$ cat src/rtl/core/crcfa_pkg.sv
// Shared types, constants and the CRC-16 byte fold for the CRC frame engine.
// No dependencies; imported by every module of the block except crcfa_checker.
`default_nettype none

package crcfa_pkg;

  localparam logic [15:0] CrcInit = 16'hFFFF;
  localparam logic [15:0] CrcPoly = 16'hA001;
  localparam logic [1:0]  CntSat  = 2'd3;

  typedef enum logic [1:0] {
    CMD_ECHO,
    CMD_ECHO_CRC,
    CMD_VERDICT
  } cmd_kind_e;

  typedef struct packed {
    cmd_kind_e   kind;
    logic [7:0]  data;
    logic [15:0] crc;
    logic        good;
  } cmd_t;

  typedef struct packed {
    logic valid;
    logic full;
  } q_stat_t;

  function automatic logic [15:0] crc_fold(logic [15:0] crc, logic [7:0] b);
    logic [15:0] c;
    c = crc ^ {8'h00, b};
    for (int k = 0; k < 8; k++) begin
      c = c[0] ? ((c >> 1) ^ CrcPoly) : (c >> 1);
    end
    return c;
  endfunction

endpackage

`default_nettype wire

$ cat src/rtl/core/crcfa_front.sv
// Front end: takes input bytes, runs the CRC and verify bookkeeping, issues commands.
// Depends on crcfa_pkg.
`default_nettype none

module crcfa_front (
  input  wire                  clk_i,
  input  wire                  rst_ni,
  input  wire                  cfg_we_i,
  input  wire                  cfg_wdata_i,
  input  wire                  in_valid_i,
  output logic                 in_ready_o,
  input  wire [7:0]            in_byte_i,
  input  wire                  in_last_i,
  input  crcfa_pkg::q_stat_t   q_stat_i,
  output logic                 push_o,
  output crcfa_pkg::cmd_t      cmd_o
);
  import crcfa_pkg::*;

  logic        verify_q;
  logic [15:0] crc_q;
  logic [7:0]  held0_q, held1_q;
  logic [1:0]  cnt_q;

  logic        accept;
  logic [15:0] crc_byte, crc_held, crc_v;
  logic [1:0]  cnt_v;
  logic        good;

  assign in_ready_o = !q_stat_i.full;
  assign accept     = in_valid_i && in_ready_o;

  assign crc_byte = crc_fold(crc_q, in_byte_i);
  assign crc_held = crc_fold(crc_q, held0_q);
  assign crc_v    = (cnt_q >= 2'd2) ? crc_held : crc_q;
  assign cnt_v    = (cnt_q == CntSat) ? CntSat : cnt_q + 2'd1;
  assign good     = (cnt_v == CntSat) && (held1_q == crc_v[7:0]) &&
                    (in_byte_i == crc_v[15:8]);

  always_comb begin
    cmd_o.data = in_byte_i;
    cmd_o.crc  = crc_byte;
    cmd_o.good = good;
    if (verify_q) begin
      cmd_o.kind = CMD_VERDICT;
    end else if (in_last_i) begin
      cmd_o.kind = CMD_ECHO_CRC;
    end else begin
      cmd_o.kind = CMD_ECHO;
    end
  end

  assign push_o = accept && (!verify_q || in_last_i);

  always_ff @(posedge clk_i or negedge rst_ni) begin
    if (!rst_ni) begin
      verify_q <= 1'b0;
    end else if (cfg_we_i) begin
      verify_q <= cfg_wdata_i;
    end
  end

  always_ff @(posedge clk_i or negedge rst_ni) begin
    if (!rst_ni) begin
      crc_q   <= CrcInit;
      held0_q <= 8'h00;
      held1_q <= 8'h00;
      cnt_q   <= 2'd0;
    end else if (accept) begin
      if (in_last_i) begin
        crc_q   <= CrcInit;
        held0_q <= 8'h00;
        held1_q <= 8'h00;
        cnt_q   <= 2'd0;
      end else if (verify_q) begin
        crc_q   <= crc_v;
        held0_q <= held1_q;
        held1_q <= in_byte_i;
        cnt_q   <= cnt_v;
      end else begin
        crc_q   <= crc_byte;
      end
    end
  end

endmodule

`default_nettype wire

$ cat src/rtl/core/crcfa_fifo.sv
// Command queue between the front end and the result sequencer.
// Depends on crcfa_pkg.
`default_nettype none

module crcfa_fifo #(
  parameter int Depth = 4
) (
  input  wire                  clk_i,
  input  wire                  rst_ni,
  input  wire                  push_i,
  input  crcfa_pkg::cmd_t      cmd_i,
  input  wire                  pop_i,
  output crcfa_pkg::cmd_t      cmd_o,
  output crcfa_pkg::q_stat_t   stat_o
);
  import crcfa_pkg::*;

  localparam int PtrW = (Depth > 1) ? $clog2(Depth) : 1;
  localparam int CntW = $clog2(Depth + 1);
  localparam logic [PtrW-1:0] PtrLast = PtrW'(Depth - 1);
  localparam logic [CntW-1:0] CntFull = CntW'(Depth);

  cmd_t            mem_q [Depth];
  logic [PtrW-1:0] wr_q, rd_q;
  logic [CntW-1:0] cnt_q;
  logic            do_push, do_pop;

  assign stat_o.valid = (cnt_q != '0);
  assign stat_o.full  = (cnt_q == CntFull);
  assign do_push      = push_i && !stat_o.full;
  assign do_pop       = pop_i && stat_o.valid;
  assign cmd_o        = mem_q[rd_q];

  always_ff @(posedge clk_i) begin
    if (do_push) begin
      mem_q[wr_q] <= cmd_i;
    end
  end

  always_ff @(posedge clk_i or negedge rst_ni) begin
    if (!rst_ni) begin
      wr_q  <= '0;
      rd_q  <= '0;
      cnt_q <= '0;
    end else begin
      if (do_push) begin
        wr_q <= (wr_q == PtrLast) ? '0 : wr_q + PtrW'(1);
      end
      if (do_pop) begin
        rd_q <= (rd_q == PtrLast) ? '0 : rd_q + PtrW'(1);
      end
      cnt_q <= cnt_q + CntW'(do_push) - CntW'(do_pop);
    end
  end

endmodule

`default_nettype wire

$ cat src/rtl/core/crcfa_back.sv
// Result sequencer: expands queued commands into result items in an output register.
// Depends on crcfa_pkg.
`default_nettype none

module crcfa_back (
  input  wire                  clk_i,
  input  wire                  rst_ni,
  input  crcfa_pkg::q_stat_t   q_stat_i,
  input  crcfa_pkg::cmd_t      cmd_i,
  output logic                 pop_o,
  output logic                 out_valid_o,
  input  wire                  out_ready_i,
  output logic [7:0]           out_byte_o,
  output logic                 out_last_o,
  output logic                 is_verdict_o,
  output logic                 crc_good_o
);
  import crcfa_pkg::*;

  localparam logic [1:0] PhEcho  = 2'd0;
  localparam logic [1:0] PhCrcLo = 2'd1;
  localparam logic [1:0] PhCrcHi = 2'd2;

  logic       valid_q;
  logic [1:0] phase_q, phase_d;
  logic       load, done;
  logic [7:0] byte_d;
  logic       last_d, verdict_d, good_d;

  assign load = q_stat_i.valid && (!valid_q || out_ready_i);

  always_comb begin
    byte_d    = cmd_i.data;
    last_d    = 1'b0;
    verdict_d = 1'b0;
    good_d    = 1'b0;
    done      = 1'b1;
    phase_d   = PhEcho;
    unique case (cmd_i.kind)
      CMD_ECHO: begin
      end
      CMD_ECHO_CRC: begin
        unique case (phase_q)
          PhEcho: begin
            done    = 1'b0;
            phase_d = PhCrcLo;
          end
          PhCrcLo: begin
            byte_d  = cmd_i.crc[7:0];
            done    = 1'b0;
            phase_d = PhCrcHi;
          end
          default: begin
            byte_d = cmd_i.crc[15:8];
            last_d = 1'b1;
          end
        endcase
      end
      CMD_VERDICT: begin
        byte_d    = 8'h00;
        last_d    = 1'b1;
        verdict_d = 1'b1;
        good_d    = cmd_i.good;
      end
      default: begin
      end
    endcase
  end

  assign pop_o = load && done;

  always_ff @(posedge clk_i or negedge rst_ni) begin
    if (!rst_ni) begin
      valid_q <= 1'b0;
      phase_q <= PhEcho;
    end else begin
      if (load) begin
        valid_q <= 1'b1;
        phase_q <= phase_d;
      end else if (out_ready_i) begin
        valid_q <= 1'b0;
      end
    end
  end

  always_ff @(posedge clk_i) begin
    if (load) begin
      out_byte_o   <= byte_d;
      out_last_o   <= last_d;
      is_verdict_o <= verdict_d;
      crc_good_o   <= good_d;
    end
  end

  assign out_valid_o = valid_q;

endmodule

`default_nettype wire

$ cat src/rtl/core/crc16_frame_append_verify.sv
// Top level of the CRC-16 frame engine: front end, command queue, result sequencer.
// Depends on crcfa_pkg, crcfa_front, crcfa_fifo, crcfa_back.
//
//   channel | handshake          | payload
//   --------+--------------------+----------------------------------------------
//   in      | in_valid/in_ready  | in_byte_i, in_last_i
//   out     | out_valid/out_ready| out_byte_o, out_last_o, is_verdict_o, crc_good_o
//   cfg     | cfg_we_i           | cfg_wdata_i (verify_mode)
//
// One byte is taken per cycle while the command queue is not full; the CRC fold of a byte is combinational logic.
// Results leave one per cycle while out_ready_i is high; a last byte in append mode makes
// three results, so the output side sets the long-run rate.
// Each result passes through the command queue and then the output register after its byte is taken.
// Input stalls only when the command queue (QueueDepth entries) is full.
// Reset is asynchronous and active low; it clears mode, CRC state and queue.
`default_nettype none

module crc16_frame_append_verify #(
  parameter int QueueDepth = 4
) (
  input  wire        clk_i,
  input  wire        rst_ni,
  input  wire        cfg_we_i,
  input  wire        cfg_wdata_i,
  input  wire        in_valid_i,
  output logic       in_ready_o,
  input  wire  [7:0] in_byte_i,
  input  wire        in_last_i,
  output logic       out_valid_o,
  input  wire        out_ready_i,
  output logic [7:0] out_byte_o,
  output logic       out_last_o,
  output logic       is_verdict_o,
  output logic       crc_good_o
);
  import crcfa_pkg::*;

  cmd_t    push_cmd, head_cmd;
  logic    push, pop;
  q_stat_t q_stat;

  crcfa_front u_front (
    .clk_i       (clk_i),
    .rst_ni      (rst_ni),
    .cfg_we_i    (cfg_we_i),
    .cfg_wdata_i (cfg_wdata_i),
    .in_valid_i  (in_valid_i),
    .in_ready_o  (in_ready_o),
    .in_byte_i   (in_byte_i),
    .in_last_i   (in_last_i),
    .q_stat_i    (q_stat),
    .push_o      (push),
    .cmd_o       (push_cmd)
  );

  crcfa_fifo #(
    .Depth (QueueDepth)
  ) u_fifo (
    .clk_i  (clk_i),
    .rst_ni (rst_ni),
    .push_i (push),
    .cmd_i  (push_cmd),
    .pop_i  (pop),
    .cmd_o  (head_cmd),
    .stat_o (q_stat)
  );

  crcfa_back u_back (
    .clk_i        (clk_i),
    .rst_ni       (rst_ni),
    .q_stat_i     (q_stat),
    .cmd_i        (head_cmd),
    .pop_o        (pop),
    .out_valid_o  (out_valid_o),
    .out_ready_i  (out_ready_i),
    .out_byte_o   (out_byte_o),
    .out_last_o   (out_last_o),
    .is_verdict_o (is_verdict_o),
    .crc_good_o   (crc_good_o)
  );

endmodule

`default_nettype wire

$ cat config.mk
export PLATFORM = sky130hd
export DESIGN_NAME = crc16_frame_append_verify
export DESIGN_NICKNAME = d
export VERILOG_FILES = /design/src/rtl/core/crcfa_pkg.sv /design/src/rtl/core/crcfa_front.sv /design/src/rtl/core/crcfa_fifo.sv /design/src/rtl/core/crcfa_back.sv /design/src/rtl/core/crc16_frame_append_verify.sv
export SDC_FILE = /design/constraint.sdc
export NUM_CORES = 1
export LEC_CHECK = 0
export ABC_AREA = 0
export BUFFER_PORTS_ARGS = -buffer_cell sky130_fd_sc_hd__buf_2
export CORE_MARGIN = 3
export CORE_UTILIZATION = 25
export DETAILED_ROUTE_END_ITERATION = 10
export PLACE_DENSITY = 0.41
export SYNTH_ARGS = -nofsm -noshare
export SYNTH_HDL_FRONTEND = slang
export SYNTH_SLANG_ARGS = --single-unit
$ cat constraint.sdc
create_clock -name clk_i -period 5.3 [get_ports clk_i]
set_input_delay 0.53 -clock clk_i [delete_from_list [all_inputs] [get_ports clk_i]]
set_output_delay 0.53 -clock clk_i [all_outputs]
set_load 0.03 [all_outputs]
==> results <==
- In this run the worst path has a maximum fanout of 29.
- The initial antenna violation count came to 0.
- By area the synthesized netlist is led by sky130_fd_sc_hd__edfxtp_1 (49%), sky130_fd_sc_hd__dfrtp_1 (10%), sky130_fd_sc_hd__mux4_2 (8.4%).
- Clock latency on the worst-skew pair, taken at its later pin, is 420 ps.
- The first global-routing pass estimated 26,060 um of wire.
- The critical path goes through buf_4 -> mux4_2 -> ha_1 -> a21oi_1 -> ha_1 -> inv_1 -> ha_1 -> inv_1 -> fa_1 -> xnor2_1 -> xnor2_1.
- The floorplan step defined a die boundary enclosing 31,190 um2.
- The estimated wirelength of the detail-placed design is 11,480 um.
- After synthesis, the share of flip-flops with an asynchronous set or reset is 27.44%.
- At the end of routability-driven placement, the weighted congestion stood at 0.7570.
- The share of power burned in combinational logic is 39.4%.
- TritonCTS built the clock tree.
- For the pin with the worst max-slew slack, the measured transition is 1173 ps.
- Across all layers, the routed design uses 3,965 vias.
- Counting along the longest clock path gives a buffer depth of 2.
- The cell with the biggest individual delay on the critical path is sky130_fd_sc_hd__fa_1.
- Across the run, the number of max-cap violations was 0.
- The final instance area is 8402 um2.
- In this run, synthesis produced a sequential element count of 164.
- The total met2 wirelength after detailed routing is 7862 um.
- The detailed router put a total of 8128 um of wire on met1.
- The number of standard-cell rows in the floorplan is 61.
- The largest net degree at the start of global routing is 46.
- The final hold violation count is 0.
- The placed instances occupy a cell area of 7849 um2.
- The number of setup violations in the final report is 0.
- The net switching fraction of the power is 36.59%.
- The number of enable flip-flop cells after synthesis is 119.
- The number of placed I/O pins is 28.
- The number of buffers created by CTS is 17.
- The number of hold buffers added after CTS was 0.
- The number of global-route vias before repair is 4,175.
- The number of setup buffers added after CTS is 0.
- The internal cell power is 3511 uW.
- The flow ran to the end, and the final reports show no timing, DRC or antenna violations.
- The worst register-to-register path begins at u_fifo.rd_q[1].
- The count of input and output buffers is 27.
- Once the floorplan was initialized, standard cells occupied 25.77% of the core.
- Detailed routing placed a total of 671 um of wire on met3.
- Once placement completed, the tool counted placed cells totaling 858.
- The H-tree was split into 4 levels.
- The detailed router finished its first iteration with 221 violations.
- Among all flip-flop cells after synthesis, the most frequent one is sky130_fd_sc_hd__edfxtp_1.
- The share of synthesized area occupied by flip-flops and latches is 64.86%.
- From synthesis to final layout, the design area changed by 15.46%.
- The core outline area is 28,240 um2.
- In the final layout, the share of cells above drive strength 1 is 24.02%.
- At the worst endpoint, the arrival time is 3350 ps.
- For this run, the number of standard cells in the final layout without fillers is 890.
- The worst hold path belongs to the class input pin to async pin.
- Data on the critical path is required at its endpoint by 5610 ps.
- Dividing the detail-routed via count by the number of cells gives 4.455.
- The number of antenna diodes is 0.
- The worst relative slew slack is 21.50%.
- Per report_power, the sequential group accounts for 39.6% of the total.
- The number of instances resized during post-cts repair is 0.
- The clock input transition at the sequential cells of the worst setup and hold paths is 60 ps.
- The total buffers and inverters traversed by the critical path is 3.
- The synthesized design devotes to its leading area cell type 49.11% of total area.
- The netlist area before placement is 7277 um2.
- The worst hold slack across all endpoints is 219.9 ps.
- STA classifies the critical path endpoint as a flop.
- The cell count after synthesis came out at 469.
- For this design, the sink count on the clock tree is 164.
- Setup repair after global routing left no endpoint under its margin.
- After the last flow step, the layout net total stands at 524.
- The clock network power share is 21.0%.
- The category of the worst setup path launch point is a flop.
- For the final database, setup skew stands at 10.29 ps.
- In this run the power density over the cells is 658.9 nW/um2.
- The post-synthesis cell type count is 49.
- The count of nets left with antenna violations once routing finished came out at 0.
- The number of search-and-repair iterations in the first detailed-routing pass is 4.
- The total overflow reported by the global router is 0.
- The width of the die is 176.6 um.
- The static leakage is 0.002926 uW.
- The synthesized net count is 494.
- The average detailed-routed wire length per instance is 18.93 um.
- The area taken by flip-flops and latches is 4721 um2.
- On the worst path, the slowest cell contributes a delay of 400 ps.
- For the final routed database, the setup TNS stands at 0 ps.
- sky130_fd_sc_hd__edfxtp_1 takes more of the synthesized area than any other cell.
- In the final layout, the multi-input gates occupy 2404 um2.
- Measured on the finished design, the core utilization comes to 29.75%.
- The highest ir drop seen on vdd is 0.2385 mV.
- Ranked by instance count, the synthesized netlist is headed by sky130_fd_sc_hd__edfxtp_1 (119), sky130_fd_sc_hd__o21ai_0 (34), sky130_fd_sc_hd__xnor2_1 (30).
- The critical setup path kind is flop to flop.
- The clock root buffer is sky130_fd_sc_hd__clkbuf_16.
- Global routing consumed, over all layers together, 11.37% of the routing resources.
- In this run the power spent charging and discharging nets is 2025 uW.
- The die is 176.6 um tall.
- The dominant cell by count in the synthesized netlist is sky130_fd_sc_hd__edfxtp_1.
- The uppermost signal routing layer after detailed routing is met4.
- After layout, the worst path uses 57.44% of the clock period.
- The minimum period implied by the final worst setup slack is 3044 ps.
- The kind of cell with the highest combined delay along the critical path is adder cells.
- In the routed design, unresolved DRC markers number 0.
- The maximum clock frequency is 328.5 MHz.
- The most used cell along the critical path is sky130_fd_sc_hd__ha_1.
- The count of filler cells inserted in the layout is 2,856.
- Summed over all layers, the routed wires come to 16,850 um.
- The per-instance average area after synthesis is 15.52 um2.
- During synthesis, Yosys emitted a total of 0 warnings.
- The critical path starts at u_fifo.rd_q[1].
- The final-report max-slew violation count is 0.
## power by group through the flow
stage          clock network, uW  logic [uW]  registers, uW
2_1_floorplan                  0        1550           2200
3_3_place_gp                   0        2200           2210
3_5_place_dp                   0        2220           2220
4_1_cts                     1190        2230           2200
5_1_grt                     1260        2400           2240
6_report                    1170        2180           2190
## worst register-to-register path: cells and delay by family (launching register included)
kind	cells	cell delay, ps
XOR/XNOR	2	270
AO/OA/AOI/OAI	1	350
buffers and inverters	3	480
adder cells (fa/ha/maj)	4	1080
multiplexers	1	420
flip-flops	1	320
## placed cells by master, fill, tap and decap left out, types with 12 or more instances in the layout
cell                        instances
sky130_fd_sc_hd__dfrtp_1           28
sky130_fd_sc_hd__o22a_1            14
sky130_fd_sc_hd__clkbuf_16         17
sky130_fd_sc_hd__nor2_1            25
sky130_fd_sc_hd__inv_1             13
sky130_fd_sc_hd__dfstp_2           16
sky130_fd_sc_hd__a21oi_1           21
sky130_fd_sc_hd__a22o_1            17
sky130_fd_sc_hd__buf_2             27
sky130_fd_sc_hd__edfxtp_1         119
sky130_fd_sc_hd__mux4_2            27
sky130_fd_sc_hd__xor2_1            19
sky130_fd_sc_hd__xnor2_1           30
sky130_fd_sc_hd__nand2_1           12
sky130_fd_sc_hd__o21ai_0           34
## final cells by class
class | instances | area share (%)
Sequential cell | 164 | 56.19
Timing Repair Buffer | 36 | 2.413
Multi-Input combinational cell | 267 | 28.61
Inverter | 13 | 0.5808
Clock buffer | 20 | 5.316
Clock inverter | 12 | 1.266
Tap cell | 378 | 5.629
## sequential cells by signal, indices dropped and copies added, names as in the netlist
name	cells
u_fifo.rd_q	2
u_front.verify_q	1
u_fifo.wr_q	2
u_fifo.cnt_q	3
u_back.is_verdict_o	1
u_back.phase_q	2
u_back.crc_good_o	1
u_front.held0_q	8
u_back.out_byte_o	8
u_fifo.mem_q	108
u_front.crc_q	16
u_front.cnt_q	2
u_front.held1_q	8
u_back.out_valid_o	1
u_back.out_last_o	1
## per-stage QoR
| stage | setup WS (ps) | total power, uW |
|---|---|---|
| floorplan | 2084 | 3749 |
| global placement | 2254 | 4408 |
| detailed placement | 2225 | 4442 |
| CTS | 2207 | 5622 |
| global route | 2075 | 5900 |
| finish | 2256 | 5536 |
## final timing paths
path                       depth (start not counted)            endpoint  slack [ps]
max                                               11     u_fifo.cnt_q[2]        2260
min                                                2    u_front.cnt_q[0]         220
max reg2reg                                       11     u_fifo.cnt_q[2]        2260
min reg2reg                                        1  u_front.held0_q[0]         520
max in group asynchronous                          2      u_fifo.rd_q[0]        4630
min in group clk_i                                 2    u_front.verify_q         340
## cell families (layout without fill, tap and decap cells)
logic type / Yosys count / count (layout) / share of synthesized area, %
AOI/OAI and AO/OA: 101 / 101 / 9.285
xor gates and xnor gates: 59 / 59 / 8.494
adders and majority gates: 10 / 10 / 1.823
buffers and inverters: 38 / 81 / 2.115
DFF: 164 / 164 / 64.86
muxes: 33 / 33 / 9.250
and+or+nand+nor: 64 / 64 / 4.178
## metal layers
layer | vias up | GRT usage, %
met2 | 60 | 17.71
li1 | 1842 | -
met5 | - | 0
met4 | 0 | 3.175
met3 | 11 | 2.767
met1 | 2052 | 15.90
Note: power is estimated with default switching activity, not from simulation.
